### src/skf_pkg.sv
// ----------------------------------------------------------------------------
// skf_pkg: shared types and constants of the scalar Kalman filter
// Fixed field widths, register map, state encoding and the control and
// status words between the top level and the serial arithmetic unit.
// ----------------------------------------------------------------------------
`default_nettype none

package skf_pkg;

	// Default parameter values.
	localparam int SAMPLE_BITS_DEF    = 16;
	localparam int GAIN_FRAC_BITS_DEF = 16;

	// Field widths fixed by the Q16.8 formats.
	localparam int EST_W   = 24;
	localparam int COV_W   = 24;
	localparam int NOISE_W = 24;
	localparam int PM_W    = 25;
	localparam int DEN_W   = 26;

	// Estimate saturation limits.
	localparam logic [EST_W-1:0] EST_MAX = 24'h7FFFFF;
	localparam logic [EST_W-1:0] EST_MIN = 24'h800000;

	// Register map: the register index is the address bit above the byte lanes.
	localparam int ADDR_W = 3;
	localparam int DATA_W = 32;
	localparam logic REG_PROCESS_NOISE = 1'b0;
	localparam logic REG_MEASURE_NOISE = 1'b1;
	localparam logic [NOISE_W-1:0] PROCESS_NOISE_RST = 24'd5120;
	localparam logic [NOISE_W-1:0] MEASURE_NOISE_RST = 24'd51200;

	// Sequencer states.
	typedef enum logic [2:0] {
		ST_IDLE,
		ST_LOAD,
		ST_RUN,
		ST_ROUND,
		ST_WRITE
	} state_t;

	// Control word to the serial unit.
	typedef struct packed {
		logic start;
		logic gate;
	} serial_ctl_t;

	// Status word from the serial unit.
	typedef struct packed {
		logic busy;
		logic done;
	} serial_sts_t;

endpackage

`default_nettype wire

### src/skf_serial_unit.sv
// ----------------------------------------------------------------------------
// skf_serial_unit: bit-serial gain division with fused multiplies
// Restoring division of Pm * 2^G by Pm + R yields one gain bit per cycle,
// most significant first; each gain bit is folded at once into the two
// MSB-first shift-add products k * |d| and k * Pm.
// ----------------------------------------------------------------------------
`default_nettype none

module skf_serial_unit #(
	parameter int GAIN_FRAC_BITS = skf_pkg::GAIN_FRAC_BITS_DEF,
	parameter int DMAG_W         = skf_pkg::EST_W
) (
	input  wire logic                                   clk,
	input  wire logic                                   arst_n,
	input  wire skf_pkg::serial_ctl_t                   ctl,
	input  wire logic [skf_pkg::PM_W-1:0]               pm,
	input  wire logic [skf_pkg::DEN_W-1:0]              den,
	input  wire logic [DMAG_W-1:0]                      dmag,
	output skf_pkg::serial_sts_t                        sts,
	output logic [DMAG_W+GAIN_FRAC_BITS:0]              acc_e,
	output logic [skf_pkg::PM_W+GAIN_FRAC_BITS:0]       acc_p
);

	localparam int G     = GAIN_FRAC_BITS;
	localparam int REM_W = skf_pkg::DEN_W + 1;
	localparam int AE_W  = DMAG_W + G + 1;
	localparam int AP_W  = skf_pkg::PM_W + G + 1;
	localparam int CNT_W = $clog2(G + 2);

	logic [REM_W-1:0] rem_q;
	logic [AE_W-1:0]  acc_e_q;
	logic [AP_W-1:0]  acc_p_q;
	logic [CNT_W-1:0] cnt_q;
	logic             busy_q;
	logic             done_q;
	logic             gate_q;

	logic [REM_W:0]   trial;
	logic             qbit;
	logic [REM_W-1:0] rem_next;

	// Trial subtraction decides one gain bit.
	assign trial    = {1'b0, rem_q} - {2'b00, den};
	assign qbit     = !trial[REM_W] && !gate_q;
	assign rem_next = qbit ? trial[REM_W-1:0] : rem_q;

	// Iteration control.
	always_ff @(posedge clk or negedge arst_n) begin
		if (!arst_n) begin
			busy_q <= 1'b0;
			done_q <= 1'b0;
			cnt_q  <= '0;
			gate_q <= 1'b0;
		end else begin
			done_q <= 1'b0;
			if (ctl.start) begin
				busy_q <= 1'b1;
				cnt_q  <= CNT_W'(G + 1);
				gate_q <= ctl.gate;
			end else if (busy_q) begin
				cnt_q <= cnt_q - 1'b1;
				if (cnt_q == CNT_W'(1)) begin
					busy_q <= 1'b0;
					done_q <= 1'b1;
				end
			end
		end
	end

	// Remainder and product accumulators.
	always_ff @(posedge clk) begin
		if (ctl.start) begin
			rem_q   <= {{(REM_W-skf_pkg::PM_W){1'b0}}, pm};
			acc_e_q <= '0;
			acc_p_q <= '0;
		end else if (busy_q) begin
			rem_q   <= {rem_next[REM_W-2:0], 1'b0};
			acc_e_q <= {acc_e_q[AE_W-2:0], 1'b0}
				+ {{(G+1){1'b0}}, dmag & {DMAG_W{qbit}}};
			acc_p_q <= {acc_p_q[AP_W-2:0], 1'b0}
				+ {{(G+1){1'b0}}, pm & {skf_pkg::PM_W{qbit}}};
		end
	end

	assign sts.busy = busy_q;
	assign sts.done = done_q;
	assign acc_e    = acc_e_q;
	assign acc_p    = acc_p_q;

endmodule

`default_nettype wire

### src/scalar_kalman_filter_unit.sv
// ----------------------------------------------------------------------------
// scalar_kalman_filter_unit: one-dimensional Kalman filter, fixed point
// Filters a stream of signed integer samples into signed Q16.8 estimates
// with unit transition and observation gains.
// ----------------------------------------------------------------------------
// Usage:
//   Samples enter on sample/sample_valid/sample_ready, one word at a time;
//   each yields one estimate word on estimate/estimate_valid/estimate_ready.
//   The noise registers Q (address 0) and R (address 4) are written over the
//   APB port; pready is always high. The user must write them only while the
//   filter is idle; the block itself does not enforce it.
// Sequence:
//   A sample is taken only in the idle state. The serial unit is then loaded
//   and makes one gain bit a cycle, folded into both products at once; the
//   result is rounded and written, and the sequencer returns to idle.
// Reset:
//   Estimate and covariance clear to zero, Q and R load their defaults and
//   the output word is invalid.
// Stall:
//   The output register holds a finished estimate while the receiver stalls,
//   and the next sample is still taken and worked on; it waits only at its
//   final write until the output register is free.
// ----------------------------------------------------------------------------
`default_nettype none

module scalar_kalman_filter_unit #(
	parameter int SAMPLE_BITS    = skf_pkg::SAMPLE_BITS_DEF,
	parameter int GAIN_FRAC_BITS = skf_pkg::GAIN_FRAC_BITS_DEF
) (
	input  wire logic                                 clk,
	input  wire logic                                 arst_n,
	// Configuration port
	input  wire logic                                 psel,
	input  wire logic                                 penable,
	input  wire logic                                 pwrite,
	input  wire logic [skf_pkg::ADDR_W-1:0]           paddr,
	input  wire logic [skf_pkg::DATA_W-1:0]           pwdata,
	output logic      [skf_pkg::DATA_W-1:0]           prdata,
	output logic                                      pready,
	// Sample channel
	input  wire logic                                 sample_valid,
	output logic                                      sample_ready,
	input  wire logic signed [SAMPLE_BITS-1:0]        sample,
	// Estimate channel
	output logic                                      estimate_valid,
	input  wire logic                                 estimate_ready,
	output logic signed [skf_pkg::EST_W-1:0]          estimate
);

	localparam int G      = GAIN_FRAC_BITS;
	localparam int EST_W  = skf_pkg::EST_W;
	localparam int PM_W   = skf_pkg::PM_W;
	localparam int DEN_W  = skf_pkg::DEN_W;
	localparam int COV_W  = skf_pkg::COV_W;
	localparam int M_W    = (SAMPLE_BITS + 8 > EST_W) ? SAMPLE_BITS + 8 : EST_W;
	localparam int DIFF_W = M_W + 1;
	localparam int DMAG_W = M_W;
	localparam int AE_W   = DMAG_W + G + 1;
	localparam int AP_W   = PM_W + G + 1;
	localparam int RND_W  = DMAG_W + 2;
	localparam int XS_W   = DMAG_W + 4;

	localparam logic [AE_W:0]   HALF_E = (AE_W+1)'(1) << (G - 1);
	localparam logic [AP_W-1:0] HALF_P = AP_W'(1) << (G - 1);

	skf_pkg::state_t      state_q, state_d;
	skf_pkg::serial_ctl_t ctl;
	skf_pkg::serial_sts_t sts;

	logic [skf_pkg::NOISE_W-1:0] q_noise_q, r_noise_q;
	logic [EST_W-1:0]            est_q;
	logic [COV_W-1:0]            cov_q;
	logic [PM_W-1:0]             pm_q;
	logic [DEN_W-1:0]            den_q;
	logic [DMAG_W-1:0]           dmag_q;
	logic                        neg_q;
	logic                        gate_q;
	logic [RND_W-1:0]            rnd_q;
	logic [COV_W-1:0]            cov_next_q;
	logic [EST_W-1:0]            estimate_q;
	logic                        estimate_valid_q;

	logic                        sample_fire;
	logic                        write_en;
	logic                        cfg_write;
	logic [PM_W-1:0]             pm_d;
	logic [DEN_W-1:0]            den_d;
	logic [DIFF_W-1:0]           diff_d;
	logic [DIFF_W-1:0]           mag_d;
	logic [AE_W-1:0]             acc_e;
	logic [AP_W-1:0]             acc_p;
	logic [AE_W:0]               sum_e;
	logic [AP_W-1:0]             sum_p;
	logic [PM_W:0]               p_full;
	logic [XS_W-1:0]             rnd_ext;
	logic [XS_W-1:0]             x_sum;
	logic [EST_W-1:0]            x_sat;

	// Configuration registers and read data.
	assign cfg_write = psel && penable && pwrite && pready;
	assign pready    = 1'b1;

	always_ff @(posedge clk or negedge arst_n) begin
		if (!arst_n) begin
			q_noise_q <= skf_pkg::PROCESS_NOISE_RST;
			r_noise_q <= skf_pkg::MEASURE_NOISE_RST;
		end else if (cfg_write) begin
			unique case (paddr[skf_pkg::ADDR_W-1])
				skf_pkg::REG_PROCESS_NOISE: q_noise_q <= pwdata[skf_pkg::NOISE_W-1:0];
				skf_pkg::REG_MEASURE_NOISE: r_noise_q <= pwdata[skf_pkg::NOISE_W-1:0];
				default: ;
			endcase
		end
	end

	always_comb begin
		unique case (paddr[skf_pkg::ADDR_W-1])
			skf_pkg::REG_PROCESS_NOISE:
				prdata = {{(skf_pkg::DATA_W-skf_pkg::NOISE_W){1'b0}}, q_noise_q};
			skf_pkg::REG_MEASURE_NOISE:
				prdata = {{(skf_pkg::DATA_W-skf_pkg::NOISE_W){1'b0}}, r_noise_q};
			default:
				prdata = '0;
		endcase
	end

	// Sequencer state register.
	always_ff @(posedge clk or negedge arst_n) begin
		if (!arst_n) begin
			state_q <= skf_pkg::ST_IDLE;
		end else begin
			state_q <= state_d;
		end
	end

	// Sequencer next state and controls.
	always_comb begin
		state_d      = state_q;
		sample_ready = 1'b0;
		ctl.start    = 1'b0;
		ctl.gate     = gate_q;
		write_en     = 1'b0;
		unique case (state_q)
			skf_pkg::ST_IDLE: begin
				sample_ready = 1'b1;
				if (sample_valid) begin
					state_d = skf_pkg::ST_LOAD;
				end
			end
			skf_pkg::ST_LOAD: begin
				ctl.start = 1'b1;
				state_d   = skf_pkg::ST_RUN;
			end
			skf_pkg::ST_RUN: begin
				if (sts.done) begin
					state_d = skf_pkg::ST_ROUND;
				end
			end
			skf_pkg::ST_ROUND: begin
				state_d = skf_pkg::ST_WRITE;
			end
			skf_pkg::ST_WRITE: begin
				if (!estimate_valid_q || estimate_ready) begin
					write_en = 1'b1;
					state_d  = skf_pkg::ST_IDLE;
				end
			end
			default: begin
				state_d = skf_pkg::ST_IDLE;
			end
		endcase
	end

	assign sample_fire = sample_valid && sample_ready;

	// Predicted covariance, gain denominator and innovation at acceptance.
	assign pm_d   = {1'b0, cov_q} + {1'b0, q_noise_q};
	assign den_d  = {1'b0, pm_d} + {2'b00, r_noise_q};
	assign diff_d = {{(DIFF_W-SAMPLE_BITS-8){sample[SAMPLE_BITS-1]}}, sample, 8'h00}
		- {{(DIFF_W-EST_W){est_q[EST_W-1]}}, est_q};
	assign mag_d  = diff_d[DIFF_W-1] ? (DIFF_W'(0) - diff_d) : diff_d;

	always_ff @(posedge clk) begin
		if (sample_fire) begin
			pm_q   <= pm_d;
			den_q  <= den_d;
			dmag_q <= mag_d[DMAG_W-1:0];
			neg_q  <= diff_d[DIFF_W-1];
			gate_q <= (den_d == '0);
		end
	end

	skf_serial_unit #(
		.GAIN_FRAC_BITS (GAIN_FRAC_BITS),
		.DMAG_W         (DMAG_W)
	) u_serial (
		.clk    (clk),
		.arst_n (arst_n),
		.ctl    (ctl),
		.pm     (pm_q),
		.den    (den_q),
		.dmag   (dmag_q),
		.sts    (sts),
		.acc_e  (acc_e),
		.acc_p  (acc_p)
	);

	// Rounding of both products; halves round away from zero on the magnitude.
	assign sum_e  = {1'b0, acc_e} + HALF_E;
	assign sum_p  = {1'b0, pm_q, {G{1'b0}}} - acc_p + HALF_P;
	assign p_full = sum_p[AP_W-1:G];

	always_ff @(posedge clk) begin
		if (state_q == skf_pkg::ST_ROUND) begin
			rnd_q      <= sum_e[AE_W:G];
			cov_next_q <= (|p_full[PM_W:COV_W]) ? {COV_W{1'b1}} : p_full[COV_W-1:0];
		end
	end

	// Estimate update with saturation.
	assign rnd_ext = {{(XS_W-RND_W){1'b0}}, rnd_q};
	assign x_sum   = {{(XS_W-EST_W){est_q[EST_W-1]}}, est_q}
		+ (neg_q ? (XS_W'(0) - rnd_ext) : rnd_ext);

	always_comb begin
		if ((&x_sum[XS_W-1:EST_W-1]) || !(|x_sum[XS_W-1:EST_W-1])) begin
			x_sat = x_sum[EST_W-1:0];
		end else if (x_sum[XS_W-1]) begin
			x_sat = skf_pkg::EST_MIN;
		end else begin
			x_sat = skf_pkg::EST_MAX;
		end
	end

	// Filter state.
	always_ff @(posedge clk or negedge arst_n) begin
		if (!arst_n) begin
			est_q <= '0;
			cov_q <= '0;
		end else if (write_en) begin
			est_q <= x_sat;
			cov_q <= cov_next_q;
		end
	end

	// Output register.
	always_ff @(posedge clk or negedge arst_n) begin
		if (!arst_n) begin
			estimate_valid_q <= 1'b0;
		end else if (write_en) begin
			estimate_valid_q <= 1'b1;
		end else if (estimate_ready) begin
			estimate_valid_q <= 1'b0;
		end
	end

	always_ff @(posedge clk) begin
		if (write_en) begin
			estimate_q <= x_sat;
		end
	end

	assign estimate_valid = estimate_valid_q;
	assign estimate       = estimate_q;

	// A sample is only taken while the serial unit is free.
	a_ready_not_busy: assert property (@(posedge clk) disable iff (!arst_n)
		sample_ready |-> !sts.busy)
		else $error("sample taken while the serial unit is busy");

	// The serial unit reports completion only while the sequencer waits for it.
	a_done_in_run: assert property (@(posedge clk) disable iff (!arst_n)
		sts.done |-> state_q == skf_pkg::ST_RUN)
		else $error("serial completion outside the run state");

	// A start always sets the serial unit running.
	a_start_busy: assert property (@(posedge clk) disable iff (!arst_n)
		state_q == skf_pkg::ST_LOAD |=> sts.busy)
		else $error("serial unit failed to start");

	// A finished update shows up in the output register and the state.
	a_write_out: assert property (@(posedge clk) disable iff (!arst_n)
		write_en |=> estimate_valid && estimate == $past(x_sat) && est_q == $past(x_sat))
		else $error("estimate update lost");

endmodule

`default_nettype wire
### config.mk
export PLATFORM = sky130hd
export DESIGN_NAME = scalar_kalman_filter_unit
export DESIGN_NICKNAME = d
export VERILOG_FILES = /design/src/skf_pkg.sv /design/src/skf_serial_unit.sv /design/src/scalar_kalman_filter_unit.sv
export SDC_FILE = /design/constraint.sdc
export NUM_CORES = 1
export LEC_CHECK = 0
export ABC_AREA = 1
export ABC_CLOCK_PERIOD_IN_PS = 10300
export BUFFER_PORTS_ARGS = -buffer_cell sky130_fd_sc_hd__buf_2
export CAP_MARGIN = 40
export CORE_ASPECT_RATIO = 0.7
export CORE_UTILIZATION = 55
export CTS_CLUSTER_SIZE = 28
export DETAILED_ROUTE_END_ITERATION = 10
export PLACE_DENSITY = 0.72
export SKIP_LAST_GASP = 1
export SLEW_MARGIN = 0
export SYNTH_ARGS = -nofsm -noshare
export SYNTH_HDL_FRONTEND = slang
export SYNTH_SLANG_ARGS = --single-unit
### constraint.sdc
create_clock -name clk -period 10.3 [get_ports clk]
set_clock_uncertainty 0.15 [all_clocks]
set_input_delay 2.06 -clock clk [delete_from_list [all_inputs] [get_ports clk]]
set_output_delay 2.06 -clock clk [all_outputs]
set_load 0.005 [all_outputs]
# ---- Yosys cells after proc, flatten, opt, wreduce, memory -nomap -nowiden
# Cells that the tools add are included.
dict set report totals {
  ff_bits 369
  inputBits 58
  out_inout_bits 59
  word_cells 92
}
dict set report op_classes {
  n_addsub 13
  n_eq_ne 8
  n_mux 26
  n_bitwise 3
  n_reduce_logical 20
}
# cell n
set ops {}
lappend ops {{$mux 24} 3}
lappend ops {{$pmux 32 s2} 1}
lappend ops {{$mux 25} 2}
lappend ops {{$add 41x16->42 const B} 1}
lappend ops {{$add 42x16->42 const B} 1}
lappend ops {{$add 42x25->42} 1}
lappend ops {{$sub 41x42->42} 1}
lappend ops {{$add 41x24->41} 1}
lappend ops {{$add 28x28->28} 1}
lappend ops {{$mux 28} 1}
lappend ops {{$sub 27x26->28} 1}
lappend ops {{$sub 1x26->27 const A} 1}
lappend ops {{$add 25x24->26} 1}
lappend ops {{$logic_not 26->1} 1}
lappend ops {{$mux 26} 1}
lappend ops {{$add 24x24->25} 1}
lappend ops {{$and 25x25->25} 1}
lappend ops {{$sub 24x24->25} 1}
lappend ops {{$and 24x24->24} 1}
lappend ops {{$sub 1x24->24 const A} 1}
lappend ops {{$pmux 3 s5} 1}
lappend ops {{$mux 1} 12}
lappend ops {{$mux 5} 2}
lappend ops {{$mux 3} 3}
lappend ops {{other kinds (18)} 29}

# ---- Logic depth before layout (Yosys ltp)
# Gate-level depths: netlist (run 1).
dict set report logic_depth {
  ltp_word 7
  mapped_depth 31
  depth_no_buf 29
}

# ---- Cells and area by module
# Synthesis (run 1) repeated with hierarchy kept, for this count alone.
dict set report hier_totals {
  cells_unflattened 4512
  hier_area_um2 29837.4
}
# mod n_inst cells_each area_each_um2 seq_area_each_um2
set modules_own_cells {}
lappend modules_own_cells {scalar_kalman_filter_unit 1 2466 18471.5 7043.0}
lappend modules_own_cells {skf_serial_unit 1 2046 11365.9 2652.5}

# ---- Worst setup path before layout (run 1)
# Ideal clock, no wire load.
dict set report synth_timing {
  path_kind {input to register}
  startpoint {in sample_valid}
  endpoint {reg den_q[0] (enable)}
  setup_ps 607
  arrival_time_ps 7309
  t_required_ps 9543
  slack_ps 2234
  path_stages 2
  path_buffers 0
  cell_sequence {inv_1 > nor3_1}
}
dict set report synth_via {
  elab_chain_len 1
}
# element line_no
set synth_lines {}
lappend synth_lines {{start, declared} scalar_kalman_filter_unit.sv:41} ;# input wire logic sample_valid,
lappend synth_lines {{$logic_and 1x1->1} scalar_kalman_filter_unit.sv:174} ;# assign sample_fire = sample_valid && sample_ready;
lappend synth_lines {{named net sample_fire} scalar_kalman_filter_unit.sv:83} ;# logic sample_fire;
lappend synth_lines {{end signal, assigned} scalar_kalman_filter_unit.sv:186} ;# den_q <= den_d;
lappend synth_lines {{end, declared} scalar_kalman_filter_unit.sv:74} ;# logic [DEN_W-1:0] den_q;
# The timed path passes the listed nets, and every way through them passes these cells.
# A chain may end at the register's enable or synchronous reset.

# ---- Worst setup path after layout (run 1)
dict set report layout_timing {
  startpoint {reg u_serial.rem_q[6]}
  endpoint {reg u_serial.acc_e_q[38] (netlist: u_serial.acc_e[38])}
}
dict set report layout_via {
  elab_chain_len 5
}
# element line_no
set layout_lines {}
lappend layout_lines {{start, declared} skf_serial_unit.sv:30} ;# logic [REM_W-1:0] rem_q;
lappend layout_lines {{start signal, assigned} skf_serial_unit.sv:73} ;# rem_q <= {{(REM_W-skf_pkg::PM_W){1'b0}}, pm};
lappend layout_lines {{start signal, assigned} skf_serial_unit.sv:77} ;# rem_q <= {rem_next[REM_W-2:0], 1'b0};
lappend layout_lines {{$sub 27x26->28} skf_serial_unit.sv:43} ;# assign trial = {1'b0, rem_q} - {2'b00, den};
lappend layout_lines {{$logic_not 1->1} skf_serial_unit.sv:44} ;# assign qbit = !trial[REM_W] && !gate_q;
lappend layout_lines {{$logic_and 1x1->1} skf_serial_unit.sv:44}
lappend layout_lines {{$and 24x24->24} skf_serial_unit.sv:79} ;# + {{(G+1){1'b0}}, dmag & {DMAG_W{qbit}}};
lappend layout_lines {{$add 41x24->41} skf_serial_unit.sv:79}
lappend layout_lines {{end signal, assigned} skf_serial_unit.sv:78} ;# acc_e_q <= {acc_e_q[AE_W-2:0], 1'b0}
lappend layout_lines {{end, declared} skf_serial_unit.sv:31} ;# logic [AE_W-1:0] acc_e_q;
# Every way passes these cells.

==> results.cfg, run 1 <==
[timing]
slew_viol_final = 0
period_minus_slack_ns = 5.72
post-route-period-util_pct = 55.6
hold_viol = 0
rsz0062_at_grt = no
setup_viol = 0
slew_headroom_pct = 37.4
tightest_slew_ns = 0.939
max_freq_mhz = 175
setup_tns_ns = 0

[grt]
antenna_found_initial = 1
grt_pass1_vias = 23031
grt_pass1_wl_um = 130000
grt.total_usage_pct = 32.3
grt_max_degree = 72
overflow = 0

[floorplanning]
die-area_um2 = 51600
die_h_um = 190
row_count = 68
initial_core_util_pct = 56.1
num_io_pins = 117
dieWidth_um = 271
core_area_um2 = 49700

[critical_path]
cp.required_ns = 10.61
slowest_stage = buf_4
worstPathArrival_ns = 6.03
crit_buf_inv = 2
reg2reg_depth = 21
crit_family = compound AO/OA/AOI/OAI gates
r2r_slack_ns = 4.58
cp-start-kind = flip-flop
slowest_delay_ns = 0.62
end_kind = flip-flop
crit_fanout = 54
crit_chain = ha_1 -> inv_1 -> o21ai_1 -> o21ai_0 -> nand2_1 -> a21oi_1 -> o31ai_2 -> nand2_2 -> buf_4 -> nor2_1 -> ha_1 -> a21oi_1 -> nand2_1 -> a21oi_1 -> o21ai_1 -> a21oi_1 -> o21ai_1 -> nand2_1 -> nand2_1 -> nand2_1 -> o21ai_0
crit_cells = 21
critical_path_class = reg -> reg
path_common_cell = nand2_1

[drt]
wl_per_cell_um = 18.0
first_iter_violations = 2839
wl_um = 84200
dr.pass1.iters = 6
num_vias = 25956
routed_via_density = 5.54
antenna_left = 0
drc = 0

[hold_path]
hold_class = reg -> reg
hold_depth = 2

[clocking]
insertion_delay_ns = 0.59
root_buffer = clkbuf_16
ctsResizeCount = 0
cts_hold_buf = 0
clk_pin_slew_ns = 0.06
cts_buffer_depth = 3
cts_tree = yes
cts.sinks = 369
post_cts_buffers = 0
htree_levels = 2
cts_made_buffers = 40

[synth]
synth_top_family_by_area = simple AND/OR/NAND/NOR gates
synth_compound_area_share_pct = 13.5
synthAdderAreaFrac_pct = 9.18
synth_warnings = 0
yosys_most_used_dff = edfxtp_1
syn-cell-area_um2 = 27900
synthTopCellsByArea = edfxtp_1 19%, nand2_1 15%, dfrtp_1 9.2%
synth_cells = 3907
synth_cell_types = 65
synth_top_area_share_pct = 19.0
synth_commonest_cells = 1,090 x nand2_1, 532 x inv_1, 360 x nor2_1
synthSimpleGateAreaFrac_pct = 27.9
yosysSeqAreaShare_pct = 34.8
async_flop_share_pct = 29.3
syn_area_per_cell_um2 = 7.14
synth_mux_area_share_pct = 0
synth_edf_count = 176
yosys.area_share.xor_xnor_pct = 5.56
synth_most_common_cell = nand2_1
yosysTopAreaCell = edfxtp_1
ys_seq_elements = 369

[outcome]
status = complete, no violations

[placement]
gp_congestion = 0.976
dp_hpwl_um = 66200
io_buffers = 97

[layout]
nNetsFinal = 4248
syn_to_final_growth_pct = 8.59
layout-drive-gt1-share_pct = 7.81
diodes = 0

[job]
cap_violations = 0
==> metal layers <==
| layer | up-vias | wire, um | GRT usage (%) |
|---|---|---|---|
| met5 | - | 13 | 0 |
| met2 | 1076 | 30100 | 40.2 |
| met3 | 89 | 10000 | 9.12 |
| li1 | 12901 | - | - |
| met4 | 2 | 1190 | 5.55 |
| met1 | 11888 | 42900 | 53.4 |
==> sequential cells by signal, indices dropped and copies added (netlist names), 3 cells and up <==
| register | cells |
|---|---|
| cov_next_q | 24 |
| cov_q | 24 |
| den_q | 26 |
| dmag_q | 24 |
| est_q | 24 |
| estimate | 24 |
| pm_q | 25 |
| q_noise_q | 24 |
| r_noise_q | 24 |
| rnd_q | 26 |
| state_q | 3 |
| u_serial.acc_e | 41 |
| u_serial.acc_p | 42 |
| u_serial.cnt_q | 5 |
| u_serial.rem_q | 27 |
==> per-stage QoR <==
| stage | hold WS [ns] | cell area (um^2) | setup WS (ns) | cells | utilization (%) |
|---|---|---|---|---|---|
| after floorplan | 0.268 | 27900 | 2.23 | 3914 | - |
| after global placement | 0.273 | 28900 | 4.80 | 4610 | 58.2 |
| after detailed placement | 0.275 | 28900 | 4.77 | 4612 | 58.3 |
| after CTS | 0.290 | 30300 | 4.76 | 4686 | 60.9 |
| after global routing | 0.312 | 30300 | 4.23 | 4686 | 60.9 |
| final | 0.290 | 30300 | 4.58 | 4686 | 60.9 |
==> layout by cell type, fill, tap and decap left out, types with 6 or more instances in the layout <==
master / n
o21bai_1: 23
buf_2: 96
o211ai_1: 6
nand2_1: 1089
dfrtp_1: 103
nor4_1: 16
xor2_1: 118
a21o_1: 26
clkinv_2: 6
nand3_2: 6
dfxtp_1: 85
nand2_2: 56
buf_4: 16
nor2_4: 6
or2_2: 17
a21boi_0: 12
xnor2_1: 59
clkinv_1: 7
o21ai_1: 10
clkbuf_1: 6
conb_1: 9
inv_2: 13
o22ai_1: 16
nor2_1: 358
nand3_1: 179
nand3b_1: 8
nor3_1: 42
nor2_2: 12
a21oi_1: 276
o21ai_0: 248
o21a_1: 11
a31oi_1: 19
clkbuf_16: 41
ha_1: 195
inv_1: 531
fa_1: 6
nand4_1: 43
edfxtp_1: 176
==> tightest hold or removal path, cell delays in order (launching register included) <==
cell	delay (ns)
edfxtp_1	0.32
nand2_1	0.05
nand2_1	0.04
==> cell type report <==
| type | instances | area, um^2 |
|---|---|---|
| well taps | 665 | 832 |
| fillers | 4748 | 19400 |
| flip-flops and latches | 369 | 9700 |
| repair buffers | 114 | 639 |
| multi-input cells | 2917 | 15700 |
| clock buffers | 50 | 1090 |
| clock inverters | 24 | 243 |
| inverters | 547 | 2050 |
==> cell families after synthesis <==
kind of cell / after synthesis
buf+inv: 628
other cells: 2
xor+xnor: 177
flops: 369
simple gates: 1850
compound gates: 680
fa+ha+maj: 201
==> final timing paths <==
| check | endpoint | from |
|---|---|---|
| max in group asynchronous | u_serial.cnt_q[1] | arst_n |
| hold reg to reg | cov_q[6] | cov_next_q[6] |
| min in group asynchronous | cov_q[11] | arst_n |
| hold / removal | cov_q[6] | cov_next_q[6] |
| setup / recovery | u_serial.acc_e[38] | u_serial.rem_q[6] |
| setup reg to reg | u_serial.acc_e[38] | u_serial.rem_q[6] |
Power of run 1 is not shown: default switching activity piles up to over one toggle a cycle in this logic, so the estimate is an artifact.
==> run 2, diff against run 1 <==
ABC_CLOCK_PERIOD_IN_PS = 5100   (was 10300)
PLACE_DENSITY = 0.75   (was 0.72)
clock period = 5.1 ns   (was 10.3 ns; I/O delays follow)
==> run 2 against run 1 <==
  * First-iteration DRC count rose by 14%
  * Sequential share of layout area decreased by 0.11 points
  * Global-route usage fell by 1.1 points
  * Wire length is 3.1% lower
  * Count of clock-buffer cells in the layout is 5 lower
  * Die area stayed put
==> results.cfg, run 2 (same netlist as run 1, synthesis figures left out) <==
[grt]
grt_pass1_wl_um = 127000
grt_pass1_vias = 23207
antenna_found_initial = 2
overflow = 0
grt.total_usage_pct = 31.2
grt_max_degree = 60

[layout]
syn_to_final_growth_pct = 8.97
diodes = 0
layout_common_cells = 1,089 x nand2_1, 531 x inv_1, 358 x nor2_1
final_common_cell = nand2_1
nNetsFinal = 4262
layout-drive-gt1-share_pct = 8.03
instances_no_fill = 4698
largest_reg_flops = 42

[floorplanning]
die_h_um = 190
initial_core_util_pct = 56.1
num_io_pins = 117
dieWidth_um = 271
die-area_um2 = 51600
row_count = 68
core_area_um2 = 49700

[timing]
period_minus_slack_ns = 4.78
tightest_slew_ns = 0.803
slew_viol_final = 0
slew_headroom_pct = 46.5
setup_ws_ns = 0.322
post-route-period-util_pct = 93.7
setup_tns_ns = 0
setup_viol = 0
hold_viol = 0
rsz0062_at_grt = no
max_freq_mhz = 209

[critical_path]
setup.worst_path.start = u_serial.rem_q[4]
crit_fanout = 18
cp.required_ns = 5.45
r2r_start = u_serial.rem_q[4]
crit_chain = ha_1 -> a21oi_1 -> nor2_1 -> o21ai_0 -> nand2_1 -> a21oi_1 -> o31ai_2 -> nand2_4 -> buf_4 -> nor2_1 -> ha_1 -> nand2_1 -> o21ai_0 -> a21oi_1 -> a21oi_1 -> or2_2 -> nand3_1 -> o21ai_0
cp-endpoint = u_serial.acc_e[31]
reg2reg_depth = 18
worstPathArrival_ns = 5.12
slowest_delay_ns = 0.55
critical_path_class = reg -> reg
crit_cells = 18
path_common_cell = a21oi_1
slowest_stage = o21ai_0
reg2reg_to = u_serial.acc_e[31]
end_kind = flip-flop
crit_family = compound AO/OA/AOI/OAI gates
crit_buf_inv = 1
r2r_slack_ns = 0.32
cp-start-kind = flip-flop

[outcome]
status = complete, no violations

[placement]
pre_cts_ws_ns = 0.376
numPlacedInstances = 4627
dp_hpwl_um = 64300
io_buffers = 97
gp_congestion = 1.00

[clocking]
post_cts_buffers = 0
root_buffer = clkbuf_16
cts_tree = yes
cts_buffer_depth = 3
htree_levels = 2
insertion_delay_ns = 0.57
cts_hold_buf = 0
ctsResizeCount = 0
cts_made_buffers = 39
cts.sinks = 369
clk_pin_slew_ns = 0.07

[drt]
num_vias = 26068
wl_um = 81600
routed_via_density = 5.55
antenna_left = 0
wl_per_cell_um = 17.4
drc = 0
dr.pass1.iters = 6
first_iter_violations = 3243

[hold_path]
min_from = cov_next_q[18]
hold_class = reg -> reg

[job]
cap_violations = 0
-- run 2: cell count changes in the layout (fill, tap and decap cells not counted), moves of 2 or more --
cell	delta
buf_12	+2
buf_4	+12
clkbuf_1	-3
clkbuf_8	-2
clkinv_1	+6
clkinv_2	+3
clkinvlp_4	-4
inv_6	-3
-- run 2: worst min-delay path by stage --
stage	end	cells past startpoint
after floorplan	cov_q[0]	2
after global placement	cov_q[17]	2
after detailed placement	cov_q[18]	2
after CTS	cov_q[18]	2
after global routing	cov_q[3]	2
final	cov_q[18]	2
-- run 2: final cells by class --
type | count | area, um^2
fill | 4635 | 19300
multi-input combinational | 2917 | 15700
sequential | 369 | 9700
inverter | 547 | 2050
clock buffer | 45 | 1050
tap | 665 | 832
timing repair buffer | 129 | 801
clock inverter | 26 | 209
-- run 2: worst min-delay path, cell delays in order, from the launching register on --
cell      delay, ns
edfxtp_1       0.32
nand2_1        0.05
nand2_1        0.04
-- run 2: metrics by stage --
stage          utilization (%)  cell area (um^2)  hold slack (ns)
2_1_floorplan                -             27900            0.268
3_3_place_gp              58.4             29000            0.275
3_5_place_dp              58.6             29100            0.278
4_1_cts                   61.1             30400            0.292
5_1_grt                   61.2             30400            0.322
6_report                  61.2             30400            0.291
-- run 2: routing by layer --
metal | up-vias | global-route usage [%] | wire length, um
li1 | 12942 | - | -
met1 | 11938 | 50.4 | 40300
met2 | 1093 | 39.5 | 29600
met3 | 93 | 9.36 | 10300
met4 | 2 | 6.27 | 1290
met5 | - | 0.470 | 20
Power of run 2 is left out for the same reason.
